## config.mk

```make
export PLATFORM = sky130hd
export DESIGN_NAME = two_car_elevator_dispatch
export DESIGN_NICKNAME = d
export VERILOG_FILES = /design/src/tced_pkg.sv /design/src/tced_cell.sv /design/src/tced_car.sv /design/src/two_car_elevator_dispatch.sv
export SDC_FILE = /design/constraint.sdc
export NUM_CORES = 1
export LEC_CHECK = 0
export BUFFER_PORTS_ARGS = -buffer_cell sky130_fd_sc_hd__buf_2
export CELL_PAD_IN_SITES_DETAIL_PLACEMENT = 1
export CELL_PAD_IN_SITES_GLOBAL_PLACEMENT = 1
export CORE_MARGIN = 2
export CORE_UTILIZATION = 54
export DETAILED_ROUTE_END_ITERATION = 7
export HOLD_SLACK_MARGIN = 0.12
export PLACE_DENSITY = 0.81
export SLEW_MARGIN = 25
export SYNTH_ARGS = -nofsm -noshare
export SYNTH_HDL_FRONTEND = slang
export SYNTH_HIERARCHICAL = 1
export SYNTH_SLANG_ARGS = --single-unit
```

## constraint.sdc

```tcl
create_clock -name i_clk -period 8.07 [get_ports i_clk]
set_input_delay 1.2105 -clock i_clk [delete_from_list [all_inputs] [get_ports i_clk]]
set_output_delay 1.2105 -clock i_clk [all_outputs]
set_load 0.01 [all_outputs]
```

## src/tced_pkg.sv

```systemverilog
`default_nettype none

package tced_pkg;

    localparam int FIELD_W     = 16;
    localparam int CAR_FLOOR_W = 4;
    localparam int TICK_W      = 8;

    localparam logic [TICK_W-1:0] TRAVEL_TICKS_RESET = 8'd3;

    localparam int SLOT_COUNT = 3;

    // Scan passes: calls ahead in the travel direction, any call from the far end,
    // and calls behind the car in the travel direction.
    localparam logic [1:0] SLOT_AHEAD  = 2'd0;
    localparam logic [1:0] SLOT_ANY    = 2'd1;
    localparam logic [1:0] SLOT_BEHIND = 2'd2;

    typedef struct packed {
        logic [FIELD_W-1:0] hall_up_press;
        logic [FIELD_W-1:0] hall_down_press;
        logic [FIELD_W-1:0] car_a_press;
        logic [FIELD_W-1:0] car_b_press;
    } t_req;

    typedef struct packed {
        logic [CAR_FLOOR_W-1:0] car_a_floor;
        logic                   car_a_up;
        logic [CAR_FLOOR_W-1:0] car_a_target;
        logic                   car_a_arrived;
        logic [CAR_FLOOR_W-1:0] car_b_floor;
        logic                   car_b_up;
        logic [CAR_FLOOR_W-1:0] car_b_target;
        logic                   car_b_arrived;
        logic [FIELD_W-1:0]     hall_up_pending;
        logic [FIELD_W-1:0]     hall_down_pending;
    } t_rsp;

    typedef struct packed {
        logic hall_up;
        logic hall_down;
        logic car_a;
        logic car_b;
    } t_calls;

    typedef struct packed {
        logic going_up;
        logic sel_b;
        logic claim_en;
        logic skip_set;
        logic skip_one;
    } t_ctx;

    typedef struct packed {
        logic                  valid;
        logic [SLOT_COUNT-1:0] hit;
    } t_wave;

    typedef struct packed {
        logic en;
        logic a_arrived;
        logic a_up;
        logic b_arrived;
        logic b_up;
    } t_serve;

endpackage

`default_nettype wire

```

## src/tced_cell.sv

```systemverilog
`default_nettype none

module tced_cell #(
    parameter int FLOORS = 16,
    parameter int INDEX  = 0
) (
    input  wire logic                                           i_clk,
    input  wire logic                                           i_rst_n,
    input  wire logic                                           i_load,
    input  wire tced_pkg::t_calls                               i_press,
    input  wire tced_pkg::t_ctx                                 i_ctx,
    input  wire logic [$clog2(FLOORS)-1:0]                      i_ctx_floor,
    input  wire logic [$clog2(FLOORS)-1:0]                      i_skip_idx,
    input  wire tced_pkg::t_serve                               i_serve,
    input  wire logic [$clog2(FLOORS)-1:0]                      i_serve_a_floor,
    input  wire logic [$clog2(FLOORS)-1:0]                      i_serve_b_floor,
    input  wire tced_pkg::t_wave                                i_asc,
    input  wire logic [tced_pkg::SLOT_COUNT-1:0][$clog2(FLOORS)-1:0] i_asc_idx,
    output tced_pkg::t_wave                                     o_asc,
    output logic [tced_pkg::SLOT_COUNT-1:0][$clog2(FLOORS)-1:0] o_asc_idx,
    input  wire tced_pkg::t_wave                                i_dsc,
    input  wire logic [tced_pkg::SLOT_COUNT-1:0][$clog2(FLOORS)-1:0] i_dsc_idx,
    output tced_pkg::t_wave                                     o_dsc,
    output logic [tced_pkg::SLOT_COUNT-1:0][$clog2(FLOORS)-1:0] o_dsc_idx,
    output tced_pkg::t_calls                                    o_calls
);

    localparam int FW = $clog2(FLOORS);
    localparam logic [FW-1:0] INDEX_FW = FW'(INDEX);
    localparam logic IS_BOTTOM = (INDEX == 0);
    localparam logic IS_TOP    = (INDEX == FLOORS - 1);

    tced_pkg::t_calls r_calls, n_calls;
    tced_pkg::t_wave  r_asc, n_asc, r_dsc, n_dsc;
    logic [tced_pkg::SLOT_COUNT-1:0][FW-1:0] r_asc_idx, n_asc_idx, r_dsc_idx, n_dsc_idx;
    logic r_claim;

    logic cc, skip, up_eff, dn_eff, above, below, away, a_here, b_here;
    logic [tced_pkg::SLOT_COUNT-1:0] asc_m, dsc_m;

    always_comb begin
        cc     = i_ctx.sel_b ? r_calls.car_b : r_calls.car_a;
        skip   = i_ctx.skip_set ? r_claim : (i_ctx.skip_one && (i_skip_idx == INDEX_FW));
        up_eff = r_calls.hall_up & ~skip;
        dn_eff = r_calls.hall_down & ~skip;
        above  = INDEX_FW > i_ctx_floor;
        below  = INDEX_FW < i_ctx_floor;
        away   = INDEX_FW != i_ctx_floor;

        asc_m[tced_pkg::SLOT_AHEAD]  = i_ctx.going_up & above & (cc | up_eff);
        asc_m[tced_pkg::SLOT_ANY]    = ~i_ctx.going_up & away & (cc | up_eff);
        asc_m[tced_pkg::SLOT_BEHIND] = i_ctx.going_up & below & up_eff;
        dsc_m[tced_pkg::SLOT_AHEAD]  = ~i_ctx.going_up & below & (cc | dn_eff);
        dsc_m[tced_pkg::SLOT_ANY]    = i_ctx.going_up & away & (cc | dn_eff);
        dsc_m[tced_pkg::SLOT_BEHIND] = ~i_ctx.going_up & above & dn_eff;
    end

    always_comb begin
        n_asc.valid = i_asc.valid;
        n_asc.hit   = i_asc.hit | asc_m;
        n_dsc.valid = i_dsc.valid;
        n_dsc.hit   = i_dsc.hit | dsc_m;

        n_asc_idx[tced_pkg::SLOT_AHEAD]  = i_asc.hit[tced_pkg::SLOT_AHEAD] ?
                                           i_asc_idx[tced_pkg::SLOT_AHEAD] : INDEX_FW;
        n_asc_idx[tced_pkg::SLOT_ANY]    = i_asc.hit[tced_pkg::SLOT_ANY] ?
                                           i_asc_idx[tced_pkg::SLOT_ANY] : INDEX_FW;
        n_asc_idx[tced_pkg::SLOT_BEHIND] = i_asc.hit[tced_pkg::SLOT_BEHIND] ?
                                           i_asc_idx[tced_pkg::SLOT_BEHIND] : INDEX_FW;
        n_dsc_idx[tced_pkg::SLOT_AHEAD]  = i_dsc.hit[tced_pkg::SLOT_AHEAD] ?
                                           i_dsc_idx[tced_pkg::SLOT_AHEAD] : INDEX_FW;
        n_dsc_idx[tced_pkg::SLOT_ANY]    = i_dsc.hit[tced_pkg::SLOT_ANY] ?
                                           i_dsc_idx[tced_pkg::SLOT_ANY] : INDEX_FW;
        n_dsc_idx[tced_pkg::SLOT_BEHIND] = i_dsc.hit[tced_pkg::SLOT_BEHIND] ?
                                           i_dsc_idx[tced_pkg::SLOT_BEHIND] : INDEX_FW;
    end

    always_comb begin
        a_here  = i_serve.a_arrived && (i_serve_a_floor == INDEX_FW);
        b_here  = i_serve.b_arrived && (i_serve_b_floor == INDEX_FW);
        n_calls = r_calls;
        if (i_load) begin
            n_calls.hall_up   = r_calls.hall_up | i_press.hall_up;
            n_calls.hall_down = r_calls.hall_down | i_press.hall_down;
            n_calls.car_a     = r_calls.car_a | i_press.car_a;
            n_calls.car_b     = r_calls.car_b | i_press.car_b;
        end else if (i_serve.en) begin
            if (a_here) begin
                n_calls.car_a = 1'b0;
                if (i_serve.a_up || IS_BOTTOM) begin
                    n_calls.hall_up = 1'b0;
                end
                if (!i_serve.a_up || IS_TOP) begin
                    n_calls.hall_down = 1'b0;
                end
            end
            if (b_here) begin
                n_calls.car_b = 1'b0;
                if (i_serve.b_up || IS_BOTTOM) begin
                    n_calls.hall_up = 1'b0;
                end
                if (!i_serve.b_up || IS_TOP) begin
                    n_calls.hall_down = 1'b0;
                end
            end
        end
    end

    always_ff @(posedge i_clk) begin
        if (!i_rst_n) begin
            r_calls     <= '0;
            r_asc.valid <= 1'b0;
            r_dsc.valid <= 1'b0;
        end else begin
            r_calls <= n_calls;
            r_asc   <= n_asc;
            r_dsc   <= n_dsc;
        end
    end

    always_ff @(posedge i_clk) begin
        r_asc_idx <= n_asc_idx;
        r_dsc_idx <= n_dsc_idx;
        if (i_ctx.claim_en) begin
            r_claim <= asc_m[tced_pkg::SLOT_AHEAD] | dsc_m[tced_pkg::SLOT_AHEAD];
        end
    end

    assign o_asc     = r_asc;
    assign o_asc_idx = r_asc_idx;
    assign o_dsc     = r_dsc;
    assign o_dsc_idx = r_dsc_idx;
    assign o_calls   = r_calls;

endmodule

`default_nettype wire

```

## src/tced_car.sv

```systemverilog
`default_nettype none

module tced_car #(
    parameter int FLOORS = 16
) (
    input  wire logic                          i_clk,
    input  wire logic                          i_rst_n,
    input  wire logic                          i_apply,
    input  wire logic [$clog2(FLOORS)-1:0]     i_apply_target,
    input  wire logic                          i_apply_up,
    input  wire logic                          i_advance,
    input  wire logic [tced_pkg::TICK_W-1:0]   i_travel_ticks,
    output logic      [$clog2(FLOORS)-1:0]     o_floor,
    output logic                               o_up,
    output logic      [$clog2(FLOORS)-1:0]     o_target,
    output logic                               o_arrived
);

    localparam int FW = $clog2(FLOORS);
    localparam logic [FW-1:0] LAST = FW'(FLOORS - 1);

    logic [FW-1:0] r_floor, n_floor, r_target, n_target, step_floor;
    logic r_up, n_up, step_up, r_arrived, n_arrived, due;
    logic [tced_pkg::TICK_W-1:0] r_count, n_count;

    always_comb begin
        due        = r_count == i_travel_ticks;
        step_floor = r_floor;
        step_up    = r_up;
        if (r_target > r_floor) begin
            step_floor = r_floor + 1'b1;
            if (step_floor == LAST) begin
                step_up = 1'b0;
            end
        end else if (r_target < r_floor) begin
            step_floor = r_floor - 1'b1;
            if (step_floor == '0) begin
                step_up = 1'b1;
            end
        end
    end

    always_comb begin
        n_floor   = r_floor;
        n_up      = r_up;
        n_target  = r_target;
        n_count   = r_count;
        n_arrived = r_arrived;
        if (i_apply) begin
            n_target = i_apply_target;
            n_up     = i_apply_up;
        end else if (i_advance) begin
            if (due) begin
                n_floor   = step_floor;
                n_up      = step_up;
                n_arrived = step_floor == r_target;
                n_count   = tced_pkg::TICK_W'(1);
            end else begin
                n_arrived = 1'b0;
                n_count   = r_count + 1'b1;
            end
        end
    end

    always_ff @(posedge i_clk) begin
        if (!i_rst_n) begin
            r_floor   <= '0;
            r_up      <= 1'b1;
            r_target  <= '0;
            r_count   <= '0;
            r_arrived <= 1'b0;
        end else begin
            r_floor   <= n_floor;
            r_up      <= n_up;
            r_target  <= n_target;
            r_count   <= n_count;
            r_arrived <= n_arrived;
        end
    end

    assign o_floor   = r_floor;
    assign o_up      = r_up;
    assign o_target  = r_target;
    assign o_arrived = r_arrived;

endmodule

`default_nettype wire

```

## src/two_car_elevator_dispatch.sv

```systemverilog
// Each request runs two scan waves (car A, then car B) that each cross the chain of floor cells one cell per cycle.
// A second request is buffered while the current one is in work.
// Reset (synchronous, active low) clears all calls, puts both cars on floor 0 going up
// with target 0 and counter 0, and sets travel_ticks to 3.
`default_nettype none

module two_car_elevator_dispatch #(
    parameter int FLOORS = 16
) (
    input  wire logic                        i_clk,
    input  wire logic                        i_rst_n,
    input  wire logic                        i_in_valid,
    output logic                             o_in_stall,
    input  wire tced_pkg::t_req              i_in_req,
    output logic                             o_out_valid,
    input  wire logic                        i_out_stall,
    output tced_pkg::t_rsp                   o_out_rsp,
    input  wire logic                        i_cfg_we,
    input  wire logic [tced_pkg::TICK_W-1:0] i_cfg_wdata
);

    localparam int FW          = $clog2(FLOORS);
    localparam int FIELD_W     = tced_pkg::FIELD_W;
    localparam int CAR_FLOOR_W = tced_pkg::CAR_FLOOR_W;

    typedef enum logic [8:0] {
        S_IDLE   = 9'b000000001,
        S_LOAD   = 9'b000000010,
        S_SCAN_A = 9'b000000100,
        S_WAIT_A = 9'b000001000,
        S_SCAN_B = 9'b000010000,
        S_WAIT_B = 9'b000100000,
        S_MOVE   = 9'b001000000,
        S_CLEAR  = 9'b010000000,
        S_OUT    = 9'b100000000
    } t_state;

    t_state r_state, n_state;

    logic                        r_req_valid;
    tced_pkg::t_req              r_req;
    logic [tced_pkg::TICK_W-1:0] r_travel_ticks;
    logic                        r_out_valid;
    tced_pkg::t_rsp              r_out;
    logic                        r_skip_set, r_skip_one;
    logic [FW-1:0]               r_skip_idx;

    tced_pkg::t_wave                         w_asc [0:FLOORS];
    logic [tced_pkg::SLOT_COUNT-1:0][FW-1:0] w_asc_idx [0:FLOORS];
    tced_pkg::t_wave                         w_dsc [0:FLOORS];
    logic [tced_pkg::SLOT_COUNT-1:0][FW-1:0] w_dsc_idx [0:FLOORS];
    tced_pkg::t_calls                        w_calls [0:FLOORS-1];
    tced_pkg::t_calls                        w_press [0:FLOORS-1];
    logic [FLOORS-1:0]                       hall_up_vec, hall_dn_vec;

    tced_pkg::t_ctx   ctx;
    tced_pkg::t_serve serve;

    logic [FW-1:0] a_floor, a_target, b_floor, b_target, cur_floor, pick_target;
    logic          a_up, a_arrived, b_up, b_arrived, cur_up, pick_up;
    logic          scan_b, inject, done, got, apply_a, apply_b, out_free;
    logic [tced_pkg::SLOT_COUNT-1:0]         hit;
    logic [tced_pkg::SLOT_COUNT-1:0][FW-1:0] slot_idx;

    assign o_in_stall = r_req_valid;
    assign out_free   = !r_out_valid || !i_out_stall;
    assign scan_b     = (r_state == S_SCAN_B) || (r_state == S_WAIT_B);
    assign inject     = (r_state == S_SCAN_A) || (r_state == S_SCAN_B);
    assign cur_floor  = scan_b ? b_floor : a_floor;
    assign cur_up     = scan_b ? b_up : a_up;

    assign w_asc[0]          = '{valid: inject, hit: '0};
    assign w_asc_idx[0]      = '0;
    assign w_dsc[FLOORS]     = '{valid: inject, hit: '0};
    assign w_dsc_idx[FLOORS] = '0;

    assign ctx.going_up = cur_up;
    assign ctx.sel_b    = scan_b;
    assign ctx.claim_en = (r_state == S_SCAN_A) || (r_state == S_WAIT_A);
    assign ctx.skip_set = scan_b && r_skip_set;
    assign ctx.skip_one = scan_b && r_skip_one;

    assign serve.en        = r_state == S_CLEAR;
    assign serve.a_arrived = a_arrived;
    assign serve.a_up      = a_up;
    assign serve.b_arrived = b_arrived;
    assign serve.b_up      = b_up;

    for (genvar i = 0; i < FLOORS; i++) begin : g_floor
        if (i < FIELD_W) begin : g_press
            assign w_press[i] = '{hall_up:   r_req.hall_up_press[i],
                                  hall_down: r_req.hall_down_press[i],
                                  car_a:     r_req.car_a_press[i],
                                  car_b:     r_req.car_b_press[i]};
        end else begin : g_nopress
            assign w_press[i] = '0;
        end

        tced_cell #(
            .FLOORS (FLOORS),
            .INDEX  (i)
        ) u_cell (
            .i_clk           (i_clk),
            .i_rst_n         (i_rst_n),
            .i_load          (r_state == S_LOAD),
            .i_press         (w_press[i]),
            .i_ctx           (ctx),
            .i_ctx_floor     (cur_floor),
            .i_skip_idx      (r_skip_idx),
            .i_serve         (serve),
            .i_serve_a_floor (a_floor),
            .i_serve_b_floor (b_floor),
            .i_asc           (w_asc[i]),
            .i_asc_idx       (w_asc_idx[i]),
            .o_asc           (w_asc[i+1]),
            .o_asc_idx       (w_asc_idx[i+1]),
            .i_dsc           (w_dsc[i+1]),
            .i_dsc_idx       (w_dsc_idx[i+1]),
            .o_dsc           (w_dsc[i]),
            .o_dsc_idx       (w_dsc_idx[i]),
            .o_calls         (w_calls[i])
        );

        assign hall_up_vec[i] = w_calls[i].hall_up;
        assign hall_dn_vec[i] = w_calls[i].hall_down;
    end

    assign done = w_asc[FLOORS].valid;
    assign hit  = w_asc[FLOORS].hit | w_dsc[0].hit;
    assign got  = |hit;

    always_comb begin
        slot_idx[tced_pkg::SLOT_AHEAD]  = w_asc[FLOORS].hit[tced_pkg::SLOT_AHEAD] ?
            w_asc_idx[FLOORS][tced_pkg::SLOT_AHEAD] : w_dsc_idx[0][tced_pkg::SLOT_AHEAD];
        slot_idx[tced_pkg::SLOT_ANY]    = w_asc[FLOORS].hit[tced_pkg::SLOT_ANY] ?
            w_asc_idx[FLOORS][tced_pkg::SLOT_ANY] : w_dsc_idx[0][tced_pkg::SLOT_ANY];
        slot_idx[tced_pkg::SLOT_BEHIND] = w_asc[FLOORS].hit[tced_pkg::SLOT_BEHIND] ?
            w_asc_idx[FLOORS][tced_pkg::SLOT_BEHIND] : w_dsc_idx[0][tced_pkg::SLOT_BEHIND];

        priority if (hit[tced_pkg::SLOT_AHEAD]) begin
            pick_target = slot_idx[tced_pkg::SLOT_AHEAD];
            pick_up     = cur_up;
        end else if (hit[tced_pkg::SLOT_ANY]) begin
            pick_target = slot_idx[tced_pkg::SLOT_ANY];
            pick_up     = slot_idx[tced_pkg::SLOT_ANY] > cur_floor;
        end else begin
            pick_target = slot_idx[tced_pkg::SLOT_BEHIND];
            pick_up     = !cur_up;
        end
    end

    assign apply_a = (r_state == S_WAIT_A) && done && got;
    assign apply_b = (r_state == S_WAIT_B) && done && got;

    tced_car #(
        .FLOORS (FLOORS)
    ) u_car_a (
        .i_clk          (i_clk),
        .i_rst_n        (i_rst_n),
        .i_apply        (apply_a),
        .i_apply_target (pick_target),
        .i_apply_up     (pick_up),
        .i_advance      (r_state == S_MOVE),
        .i_travel_ticks (r_travel_ticks),
        .o_floor        (a_floor),
        .o_up           (a_up),
        .o_target       (a_target),
        .o_arrived      (a_arrived)
    );

    tced_car #(
        .FLOORS (FLOORS)
    ) u_car_b (
        .i_clk          (i_clk),
        .i_rst_n        (i_rst_n),
        .i_apply        (apply_b),
        .i_apply_target (pick_target),
        .i_apply_up     (pick_up),
        .i_advance      (r_state == S_MOVE),
        .i_travel_ticks (r_travel_ticks),
        .o_floor        (b_floor),
        .o_up           (b_up),
        .o_target       (b_target),
        .o_arrived      (b_arrived)
    );

    always_comb begin
        n_state = r_state;
        unique case (r_state)
            S_IDLE: begin
                if (r_req_valid) begin
                    n_state = S_LOAD;
                end
            end
            S_LOAD:   n_state = S_SCAN_A;
            S_SCAN_A: n_state = S_WAIT_A;
            S_WAIT_A: begin
                if (done) begin
                    n_state = S_SCAN_B;
                end
            end
            S_SCAN_B: n_state = S_WAIT_B;
            S_WAIT_B: begin
                if (done) begin
                    n_state = S_MOVE;
                end
            end
            S_MOVE:   n_state = S_CLEAR;
            S_CLEAR:  n_state = S_OUT;
            S_OUT: begin
                if (out_free) begin
                    n_state = r_req_valid ? S_LOAD : S_IDLE;
                end
            end
            default:  n_state = S_IDLE;
        endcase
    end

    always_ff @(posedge i_clk) begin
        if (!i_rst_n) begin
            r_state        <= S_IDLE;
            r_req_valid    <= 1'b0;
            r_travel_ticks <= tced_pkg::TRAVEL_TICKS_RESET;
            r_out_valid    <= 1'b0;
            r_skip_set     <= 1'b0;
            r_skip_one     <= 1'b0;
        end else begin
            r_state <= n_state;
            if (i_in_valid && !o_in_stall) begin
                r_req_valid <= 1'b1;
            end else if (r_state == S_LOAD) begin
                r_req_valid <= 1'b0;
            end
            if (i_cfg_we) begin
                r_travel_ticks <= i_cfg_wdata;
            end
            if ((r_state == S_OUT) && out_free) begin
                r_out_valid <= 1'b1;
            end else if (!i_out_stall) begin
                r_out_valid <= 1'b0;
            end
            if ((r_state == S_WAIT_A) && done) begin
                r_skip_set <= hit[tced_pkg::SLOT_AHEAD];
                r_skip_one <= !hit[tced_pkg::SLOT_AHEAD] && got;
            end
        end
    end

    always_ff @(posedge i_clk) begin
        if (i_in_valid && !o_in_stall) begin
            r_req <= i_in_req;
        end
        if ((r_state == S_WAIT_A) && done) begin
            r_skip_idx <= pick_target;
        end
        if ((r_state == S_OUT) && out_free) begin
            r_out.car_a_floor       <= CAR_FLOOR_W'(a_floor);
            r_out.car_a_up          <= a_up;
            r_out.car_a_target      <= CAR_FLOOR_W'(a_target);
            r_out.car_a_arrived     <= a_arrived;
            r_out.car_b_floor       <= CAR_FLOOR_W'(b_floor);
            r_out.car_b_up          <= b_up;
            r_out.car_b_target      <= CAR_FLOOR_W'(b_target);
            r_out.car_b_arrived     <= b_arrived;
            r_out.hall_up_pending   <= FIELD_W'(hall_up_vec);
            r_out.hall_down_pending <= FIELD_W'(hall_dn_vec);
        end
    end

    assign o_out_valid = r_out_valid;
    assign o_out_rsp   = r_out;

    assert property (@(posedge i_clk) disable iff (!i_rst_n)
        w_asc[FLOORS].valid == w_dsc[0].valid)
        else $error("Upward and downward scan waves did not finish together.");

    assert property (@(posedge i_clk) disable iff (!i_rst_n)
        w_asc[FLOORS].valid |-> (r_state == S_WAIT_A || r_state == S_WAIT_B))
        else $error("A scan wave finished outside a scan wait state.");

    assert property (@(posedge i_clk) disable iff (!i_rst_n)
        (r_state == S_MOVE) |=>
            ((!a_arrived || a_floor == a_target) && (!b_arrived || b_floor == b_target)))
        else $error("A car reported arrival away from its target floor.");

endmodule

`default_nettype wire

```

* Yosys cells after proc, flatten, opt, wreduce, memory -nomap -nowiden
Cells that the tools add are included.
Widths: inputs -> output; s select.
** Storage, ports and cells
- Register bits :: 729
- Logic and storage cells :: 1137
** Cells by class
- Multiplexer cells :: 219
- Add/sub/neg operators :: 6
- Reduce and logical (&&, ||, !) cells :: 158
- Order comparisons :: 37
- Equal/unequal tests :: 82
- Bitwise operators :: 386
** Operator list (number)
- $and 1x1->1 :: 224
- $mux 4 :: 42
- $mux 1 :: 137
- $or 1x1->1 :: 112
- $eq 4x4->1 const B :: 26
- $or 3x3->3 :: 31
- $pmux 9 s9 :: 1
- $reduce_bool 2->1 :: 38
- $reduce_and 2->1 :: 36
- $logic_and 1x1->1 :: 57
- $eq 4x3->1 const B :: 12
- $mux 3 :: 16
- $mux 9 :: 4
- $mux 2 :: 17
- $gt 4x4->1 const A :: 8
- $lt 4x4->1 const A :: 8
- $ne 4x4->1 const A :: 8
- $eq 4x2->1 const B :: 6
- $logic_not 4->1 :: 5
- $not 1->1 :: 19
- $reduce_bool 3->1 :: 6
- $add 8x1->8 const B :: 2
- $eq 8x8->1 :: 2
- $gt 3x4->1 const A :: 4
- 34 further kinds :: 67

* Depth between registers and ports, before layout
- Depth in word-level cells :: 10
- Depth in mapped cells :: 12
- Mapped depth without buffers :: 11

* Hierarchy
Netlist, hierarchy kept.
** By module, submodules not included
- two_car_elevator_dispatch :: area each 5046.1 sq um, instances 1, cells an instance 299
- tced_car :: area each 1214.9 sq um, instances 2, cells an instance 147
- tced_cell (g_floor[2].u_cell) :: area each 1318.8 sq um, instances 1, cells an instance 103
- tced_cell (g_floor[7].u_cell) :: area each 1317.5 sq um, instances 1, cells an instance 112
- tced_cell (g_floor[13].u_cell) :: area each 1311.3 sq um, instances 1, cells an instance 113
- tced_cell (g_floor[1].u_cell) :: area each 1306.3 sq um, instances 1, cells an instance 109
- tced_cell (g_floor[8].u_cell) :: area each 1305.0 sq um, instances 1, cells an instance 109
- tced_cell (g_floor[14].u_cell) :: area each 1302.5 sq um, instances 1, cells an instance 113
- tced_cell (g_floor[5].u_cell) :: area each 1296.2 sq um, instances 1, cells an instance 107
- tced_cell (g_floor[9].u_cell) :: area each 1287.5 sq um, instances 1, cells an instance 109
- tced_cell (g_floor[6].u_cell) :: area each 1281.2 sq um, instances 1, cells an instance 108
- tced_cell (g_floor[10].u_cell) :: area each 1278.7 sq um, instances 1, cells an instance 104
- tced_cell (g_floor[12].u_cell) :: area each 1267.5 sq um, instances 1, cells an instance 103
- tced_cell (g_floor[3].u_cell) :: area each 1261.2 sq um, instances 1, cells an instance 102
- 4 more rows

* Worst setup path after synthesis
Ideal clock, no wire load.
- Kind :: input-to-reg
- Start :: in i_in_valid
- End :: reg r_req[0] in the netlist's numbering (enable)
- Arrival :: 4.025 ns
- Buffers on the path :: 0
- Stages on the path :: 1
- Required time :: 7.577 ns
- Path slack :: 3.552 ns
- Cells stage by stage :: nor2b_1
** Between the ends
- Longest elaborated chain between the ends :: 1
** Ends and longest elaborated chain
- start: declaration :: RTL line two_car_elevator_dispatch.sv:12 : input wire logic i_in_valid,
- $logic_and 1x1->1 :: RTL line two_car_elevator_dispatch.sv:250 : if (i_in_valid && !o_in_stall) begin
- end signal: assignment :: RTL line two_car_elevator_dispatch.sv:251 : r_req <= i_in_req;
- end: declaration :: RTL line two_car_elevator_dispatch.sv:41 : tced_pkg::t_req r_req;
Every way passes these cells.
A chain may end at the register's enable or synchronous reset.

==> flow_summary.yaml <==
status:
  status: "finished clean"
cts:
  clockRootBuffer: "clkbuf_16"
  cts-resized-gates: 0
  cts_tree: "yes"
  cts_max_path_buffers: 3
  cts_htree_levels: 3
  holdBufCountCts: 0
  cts_buffers: 76
  cts.sink_count: 753
  clk_latency_ns: 0.61
  clk_pin_slew_ns: 0.07
  cts_setup_buffers: 0
place:
  dp_hpwl_mm: 48.9
  dp_cells: 3119
  routabilityCongestion: 0.823
  io_buffers: 130
  dp_slack_ns: 4.01
critical_path:
  crit_path_max_incr_delay_ns: 0.74
  cpLargestDelayFamily: "buffers and inverters"
  required_ns: 8.44
  slowest_stage: "inv_2"
  path_class: "flop to flop"
  start_kind: "flop"
  worst_setup_path_end_kind: "flop"
  crit_top_cell: "buf_4"
  critical_path.cell_chain: "or3_4 > nor4_4 > buf_4 > mux2i_1 > inv_2 > buf_4 > a21oi_1 > a32o_1 > a22o_2"
  cp_max_fo: 58
  crit_buf_inv: 3
  cp.arrival_ns: 4.55
pwr:
  power_density_nw_per_um2: 248
  ir_drop_uv: 199
  power_w: 0.00788
  p_leak_nw: 12.6
synth:
  avgSynthCellArea_um2: 12.2
  yosys_warnings: 6
  netlist_instances: 2261
  synthesis.area_um2: 27500
grt:
  antenna_found_initial: 1
  grt_usage_pct: 29.7
  grt_pass1_wl_mm: 120
  overflow: 0
  grt_max_degree: 133
  grt_pass1_vias: 20600
die:
  die-height_um: 230
  die_x_um: 230
  die_area_um2: 52800
  core_area_um2: 50300
  boundaryPins: 131
  rows: 82
  start_util_pct: 54.7
cells_and_area:
  regArea_um2: 17400
  fillers: 5088
  final_net_count: 2624
  fin_cells: 3258
  diodes: 0
  multi_input_area_um2: 9920
  syn2layout_area_growth_pct: 15.5
  layout-drive-gt1-share_pct: 15.8
drt:
  num_vias: 18900
  viasPerCell: 5.79
  drtIter0Drc: 1359
  first_pass_iters: 5
  ant_nets: 0
  routed_wl_mm: 78.3
  drc: 0
  avgRoutedWirePerCell_um: 24.0
sta:
  setup_ws_ns: 3.89
  worst_pin_slew_ns: 1.01
  setup_viol: 0
  setup_tns_ns: 0
  rsz0062_at_grt: "no"
  slew_viol_final: 0
  relSlewSlack_pct: 32.7
  fin_crit_sh_pct: 51.8
  period_needed_ns: 4.18
  hold_violations: 0
  skew_ns: 0.0152
  hold_ws_ns: 0.403
  fmax_mhz: 239
run:
  cap_violations: 0
worst_hold_path:
  hold_path_class: "flop to flop"
-- worst register-to-register path, cell delays in order (launching register included) --
cell	delay, ns
dfxtp_1	0.39
or3_4	0.43
nor4_4	0.26
buf_4	0.51
mux2i_1	0.26
inv_2	0.74
buf_4	0.64
a21oi_1	0.21
a32o_1	0.26
a22o_2	0.25
-- stage by stage --
stage                     area [um2]  util [%]
after floorplan                27700         -
after global placement         29300      58.4
after detailed placement       29300      58.4
after CTS                      31800      63.2
after global routing           31800      63.2
final                          31800      63.2
-- placed cells by master (no fill, tap or decap), types with 9 or more instances in the layout --
master,n
nand2_1,89
and2_1,214
nor2_1,92
buf_4,26
nand4b_1,22
nor3_1,36
a221oi_1,15
nand2b_1,202
ha_1,22
a41o_1,12
a31o_2,13
a21oi_1,107
and3_1,10
nor2b_1,22
o211ai_1,10
o21ai_0,29
mux2_2,21
dfxtp_1,521
edfxtp_1,232
a211oi_1,14
nand3_1,41
clkbuf_16,84
o21ai_1,16
o21bai_1,24
nor3b_1,22
a31oi_1,18
a21o_1,32
conb_1,55
xnor2_1,37
clkinv_2,12
clkbuf_8,12
inv_1,81
mux2i_1,33
nand4_1,13
nor4b_1,9
buf_2,129
nand3b_1,15
clkbuf_1,25
nor4b_2,9
-- path summary, 6_finish.rpt --
kind	start	end	slack, ns	cells past startpoint
worst max register to register	r_state[2]	g_floor[4].u_cell/r_claim	3.89	9
worst max-delay path	r_state[2]	g_floor[4].u_cell/r_claim	3.89	9
worst min register to register	g_floor[6].u_cell/o_dsc_idx[4]	g_floor[5].u_cell/o_dsc_idx[4]	0.40	1
worst min-delay path	g_floor[6].u_cell/o_dsc_idx[4]	g_floor[5].u_cell/o_dsc_idx[4]	0.40	1
-- flip-flops by register name, indices dropped and copies added (netlist names), 9 cells and up --
name,count
g_floor.u_cell/o_dsc_idx,192
g_floor.u_cell/o_calls,64
o_out_rsp,52
r_state,9
g_floor.u_cell/r_claim,16
g_floor.u_cell/o_dsc,48
r_req,64
g_floor.u_cell/o_asc_idx,192
g_floor.u_cell/o_asc,64
-- layer usage --
metal	vias to the layer above	track usage [%]	wire, um
met4	2	10.2	2560
li1	8511	-	-
met3	180	5.08	3910
met5	-	0	13
met1	9543	36.7	32200
met2	631	52.6	39700
-- final cells by class --
type / count / area share, %
sequential: 753 / 54.7
multi-input combinational: 1455 / 31.2
clock buffer: 122 / 7.45
timing repair buffer: 157 / 2.74
tap: 672 / 2.64
inverter: 82 / 0.968
clock inverter: 17 / 0.256
-- power breakdown --
| part | leakage (nW) | total [W] | internal [W] | switching (W) |
|---|---|---|---|---|
| logic | 4.81 | 0.000242 | 0.000114 | 0.000128 |
| registers | 6.56 | 0.00417 | 0.00407 | 0.000104 |
| clock network | 1.21 | 0.00346 | 0.00201 | 0.00145 |
| total | 12.6 | 0.00788 | 0.00619 | 0.00169 |
Note: power is estimated with default switching activity, not from simulation.
